## config.mk

```make
export PLATFORM = sky130hd
export DESIGN_NAME = obbsat_split_mul
export DESIGN_NICKNAME = d
export VERILOG_FILES = /design/src/rtl/obbsat_pkg.sv /design/src/rtl/obbsat_split_mul.sv
export SDC_FILE = /design/constraint.sdc
export NUM_CORES = 2
export LEC_CHECK = 0
export ABC_AREA = 1
export BUFFER_PORTS_ARGS = -buffer_cell sky130_fd_sc_hd__buf_2
export CAP_MARGIN = 20
export CORE_MARGIN = 1.5
export CORE_UTILIZATION = 35
export DETAILED_ROUTE_END_ITERATION = 7
export PLACE_DENSITY = 0.49
export SYNTH_ARGS = -nofsm -noshare
export SYNTH_HDL_FRONTEND = slang
export SYNTH_SLANG_ARGS = --single-unit
```

## constraint.sdc

```tcl
create_clock -name aclk -period 10.75 [get_ports aclk]
set_clock_uncertainty 0.2 [all_clocks]
set_input_delay 1.6125 -clock aclk [delete_from_list [all_inputs] [get_ports aclk]]
set_output_delay 1.6125 -clock aclk [all_outputs]
set_load 0.02 [all_outputs]
```

## src/rtl/obbsat_pkg.sv

```systemverilog
// shared types and constants for the oriented box pair overlap test
package obbsat_pkg;

    // input field widths
    localparam int CRD_W  = 24;   // centre coordinate, Q15.8
    localparam int TRIG_W = 16;   // cos / sin, Q1.14
    localparam int HALF_W = 23;   // half extent, Q15.8

    // fraction bits of the rotation values and of the rotation matrix
    localparam int TRIG_FRAC = 14;
    localparam int ROT_FRAC  = 2 * TRIG_FRAC;

    // internal widths, all exact
    localparam int DIF_W   = CRD_W + 1;                 // centre difference
    localparam int ROT_W   = 2 * TRIG_W + 1;            // rotation matrix entry
    localparam int ABSR_W  = 2 * TRIG_W;                // |entry| + 1 lsb
    localparam int PROJ_W  = DIF_W + TRIG_W + 1;        // projected centre difference
    localparam int TMAG_W  = PROJ_W - 1;                // its magnitude
    localparam int MPROD_W = HALF_W + ABSR_W;           // half extent times |entry|
    localparam int ALHS_W  = TMAG_W + TRIG_FRAC;        // a-axis distance
    localparam int ARHS_W  = MPROD_W + 2;               // a-axis radius sum
    localparam int BRHS_W  = MPROD_W + 1;               // b-axis radius sum
    localparam int BLHS_W  = PROJ_W + ROT_W;            // b-axis distance, signed

    // split of the projection for the b-axis products
    localparam int SPLIT_W = 21;
    localparam int HI_W    = PROJ_W - SPLIT_W;
    localparam int LOP_W   = SPLIT_W + 1 + ROT_W;
    localparam int HIP_W   = HI_W + ROT_W;

    // separating axis codes
    typedef enum logic [2:0] {
        AXIS_A0   = 3'd0,
        AXIS_A1   = 3'd1,
        AXIS_B0   = 3'd2,
        AXIS_B1   = 3'd3,
        AXIS_NONE = 3'd4
    } axis_t;

    // one box pair
    typedef struct packed {
        logic signed [CRD_W-1:0]  a_centre_x;
        logic signed [CRD_W-1:0]  a_centre_y;
        logic signed [TRIG_W-1:0] a_cos;
        logic signed [TRIG_W-1:0] a_sin;
        logic [HALF_W-1:0]        a_half_x;
        logic [HALF_W-1:0]        a_half_y;
        logic signed [CRD_W-1:0]  b_centre_x;
        logic signed [CRD_W-1:0]  b_centre_y;
        logic signed [TRIG_W-1:0] b_cos;
        logic signed [TRIG_W-1:0] b_sin;
        logic [HALF_W-1:0]        b_half_x;
        logic [HALF_W-1:0]        b_half_y;
    } in_t;

    // one test result
    typedef struct packed {
        logic       overlap;
        logic [2:0] separating_axis;
    } out_t;

endpackage

```

## src/rtl/obbsat_split_mul.sv

```systemverilog
// projection times rotation entry, split into two registered partial products
module obbsat_split_mul
    import obbsat_pkg::*;
(
    input  logic                     aclk,
    input  logic                     en,
    input  logic signed [PROJ_W-1:0] a,
    input  logic signed [ROT_W-1:0]  b,
    output logic signed [LOP_W-1:0]  lo_prod,
    output logic signed [HIP_W-1:0]  hi_prod
);

    logic signed [SPLIT_W:0]   a_lo;
    logic signed [HI_W-1:0]    a_hi;
    logic signed [LOP_W-1:0]   lo_next;
    logic signed [HIP_W-1:0]   hi_next;
    logic signed [LOP_W-1:0]   lo_reg;
    logic signed [HIP_W-1:0]   hi_reg;

    // low part as a positive value, high part keeps the sign
    assign a_lo    = $signed({1'b0, a[SPLIT_W-1:0]});
    assign a_hi    = a[PROJ_W-1:SPLIT_W];
    assign lo_next = a_lo * b;
    assign hi_next = a_hi * b;

    // partial product registers
    always_ff @(posedge aclk) begin
        if (en) begin
            lo_reg <= lo_next;
            hi_reg <= hi_next;
        end
    end

    assign lo_prod = lo_reg;
    assign hi_prod = hi_reg;

endmodule

```

==> flow_summary.json <==
{
  "outcome": "complete, no violations",
  "synthTopCellsByArea": "fa_1 (49%), inv_1 (16%), nand2_1 (15%)",
  "gr-total-overflow": 0,
  "ant_nets": 0,
  "min_period_ps": 8651,
  "hpwl_mm": 148.6,
  "cp_top_family": "adder cells",
  "port_buffers": 185,
  "ioPinCount": 186,
  "finalMaxSlewViolations": 0,
  "core_area_um2": 158900,
  "ys_seq_area_share_pct": 5.827,
  "worstPathRequired_ps": 10690,
  "maxCapViolations": 0,
  "synth_edf_count": 109,
  "syn_avg_cell_area_um2": 7.706,
  "cpMostUsedCell": "inv_1",
  "rows": 146,
  "critical_path_class": "in -> reg",
  "die_y_um": 403.6,
  "wire_per_inst_um": 19.21,
  "cp_max_fo": 33,
  "die-width_um": 403.6,
  "final-setup-viol-count": 0,
  "route.detailed.drc": 0,
  "timing.final.crit_share_pct": 80.48,
  "post-synth-top-area-cell": "fa_1",
  "slew_headroom_pct": 18.89,
  "synth-adder-area-share_pct": 55.12,
  "final_hold_viol_count": 0,
  "cts_tree": "built",
  "fmax_ghz": 0.1156,
  "synth_seq_cells": 109,
  "dr.pass1.iters": 7,
  "grt_pass1_vias": 47511,
  "setup_tns_ps": 0,
  "tightestPinTransition_ps": 1217,
  "post_drt_via_cell_ratio": 4.614,
  "gp_congestion": 0.9271,
  "die-area_um2": 162900,
  "synthMuxAreaShare_pct": 0,
  "worst_setup_path_end_kind": "flop",
  "synth_top_family_by_area": "adder cells",
  "area_growth_pct": 5.439,
  "ctsHoldBuffers": 0,
  "num_vias": 42888,
  "yosys.area_share.simple_pct": 18.31,
  "num-fill-cells": 16899,
  "antenna_found_initial": 13,
  "layout_commonest_cell": "inv_1",
  "drive_gt1_share_pct": 5.443,
  "critical-path-slowest-cell": "fa_1",
  "synth_area_um2": 56170,
  "postCtsSetupRepairBufs": 0,
  "synthCells": 7289,
  "wirelength_mm": 178.6,
  "ys_warn_count": 0,
  "layout_common_cells": "inv_1 (2383), nand2_1 (2183), fa_1 (1374)",
  "hp-class": "in -> reg",
  "numCtsBuffers": 9,
  "start_util_pct": 35.34,
  "syn_nets": 9016,
  "clkSinkCount": 109,
  "cp.arrival_ps": 8590,
  "clkSlewWorstSetupHoldPaths_ps": 80,
  "crit_buf_inv": 9,
  "cts_root_buf": "clkbuf_16",
  "grt_pass1_wl_mm": 283.1,
  "synth_top_area_share_pct": 48.97,
  "drtIter0Drc": 2835,
  "yosys_most_used_dff": "edfxtp_1",
  "finish.net_count": 8943,
  "cpPeakStageDelay_ps": 840,
  "htreeDepth": 3,
  "clock_path_buffers": 2,
  "cts_resized": 0,
  "postSynth.asyncResetShare_pct": 0,
  "grt_util_all_layers_pct": 22.96,
  "grt_setup_unrepaired": "false",
  "synth_xor_area_share_pct": 1.154,
  "start_kind": "input port",
  "synth_cell_types": 33,
  "synth-compound-area-share_pct": 1.256,
  "grt_max_degree": 60
}
## logic make-up (layout without fill, tap and decap cells)
group           after synthesis  in the layout
fa+ha+maj                  1650           1650
compound gates              133            133
flops                       109            109
buf+inv                    2744           2675
other cells                   0              4
simple gates               2579           2579
xor+xnor                     74             74
## routing by layer
layer  track usage (%)  up-vias  wire, µm
met3             1.547      213      6641
met1             29.13    21991     74450
met4             5.784        4      5183
met2             42.19      927     92290
li1                  -    19753         -
met5                 0        -        29
## Yosys cell counts (all sizes together), types with 3 or more instances
master  number
a21oi       92
and2         3
clkbuf     330
clkinv       3
edfxtp     109
fa        1374
ha         276
inv       2409
nand2     2203
nand3       95
nand3b       4
nand4       35
nor2       208
nor3        23
o21ai       27
o21bai       8
or2          7
xnor2       22
xor2        52
## cell type report
type                    count  area (µm²)  share of cell area [%]
multi-input cells        4436       42600                   71.92
inverters                2412        9054                   15.29
flip-flops and latches    109        3273                   5.526
well taps                2072        2592                   4.377
repair buffers            248        1401                   2.366
clock buffers               9       225.2                  0.3803
clock inverters             6       72.57                  0.1225
diodes                      4       10.01                 0.01690
## final timing paths
| kind | to | cells after the start | from |
|---|---|---|---|
| worst min-delay path | hi_prod[0] | 3 | a[21] |
| worst max-delay path | hi_prod[53] | 26 | a[24] |
## metrics by stage
step | std cells | cell area, µm² | hold slack [ps] | worst slack [ps] | utilization [%]
after floorplan | 7289 | 56170 | 1525 | 2862 | -
after global placement | 9277 | 58920 | 1852 | 1708 | 37.07
after detailed placement | 9277 | 58920 | 1853 | 1701 | 37.07
after CTS | 9292 | 59220 | 1432 | 2122 | 37.26
after global routing | 9293 | 59220 | 1440 | 1724 | 37.26
final | 9296 | 59230 | 1430 | 2099 | 37.27
## flip-flops by register name, summed over array words and instances (netlist names)
signal,cells
lo_prod,55
hi_prod,54
Power is not shown: default switching activity piles up to over one toggle a cycle in this logic, so the estimate is an artifact.
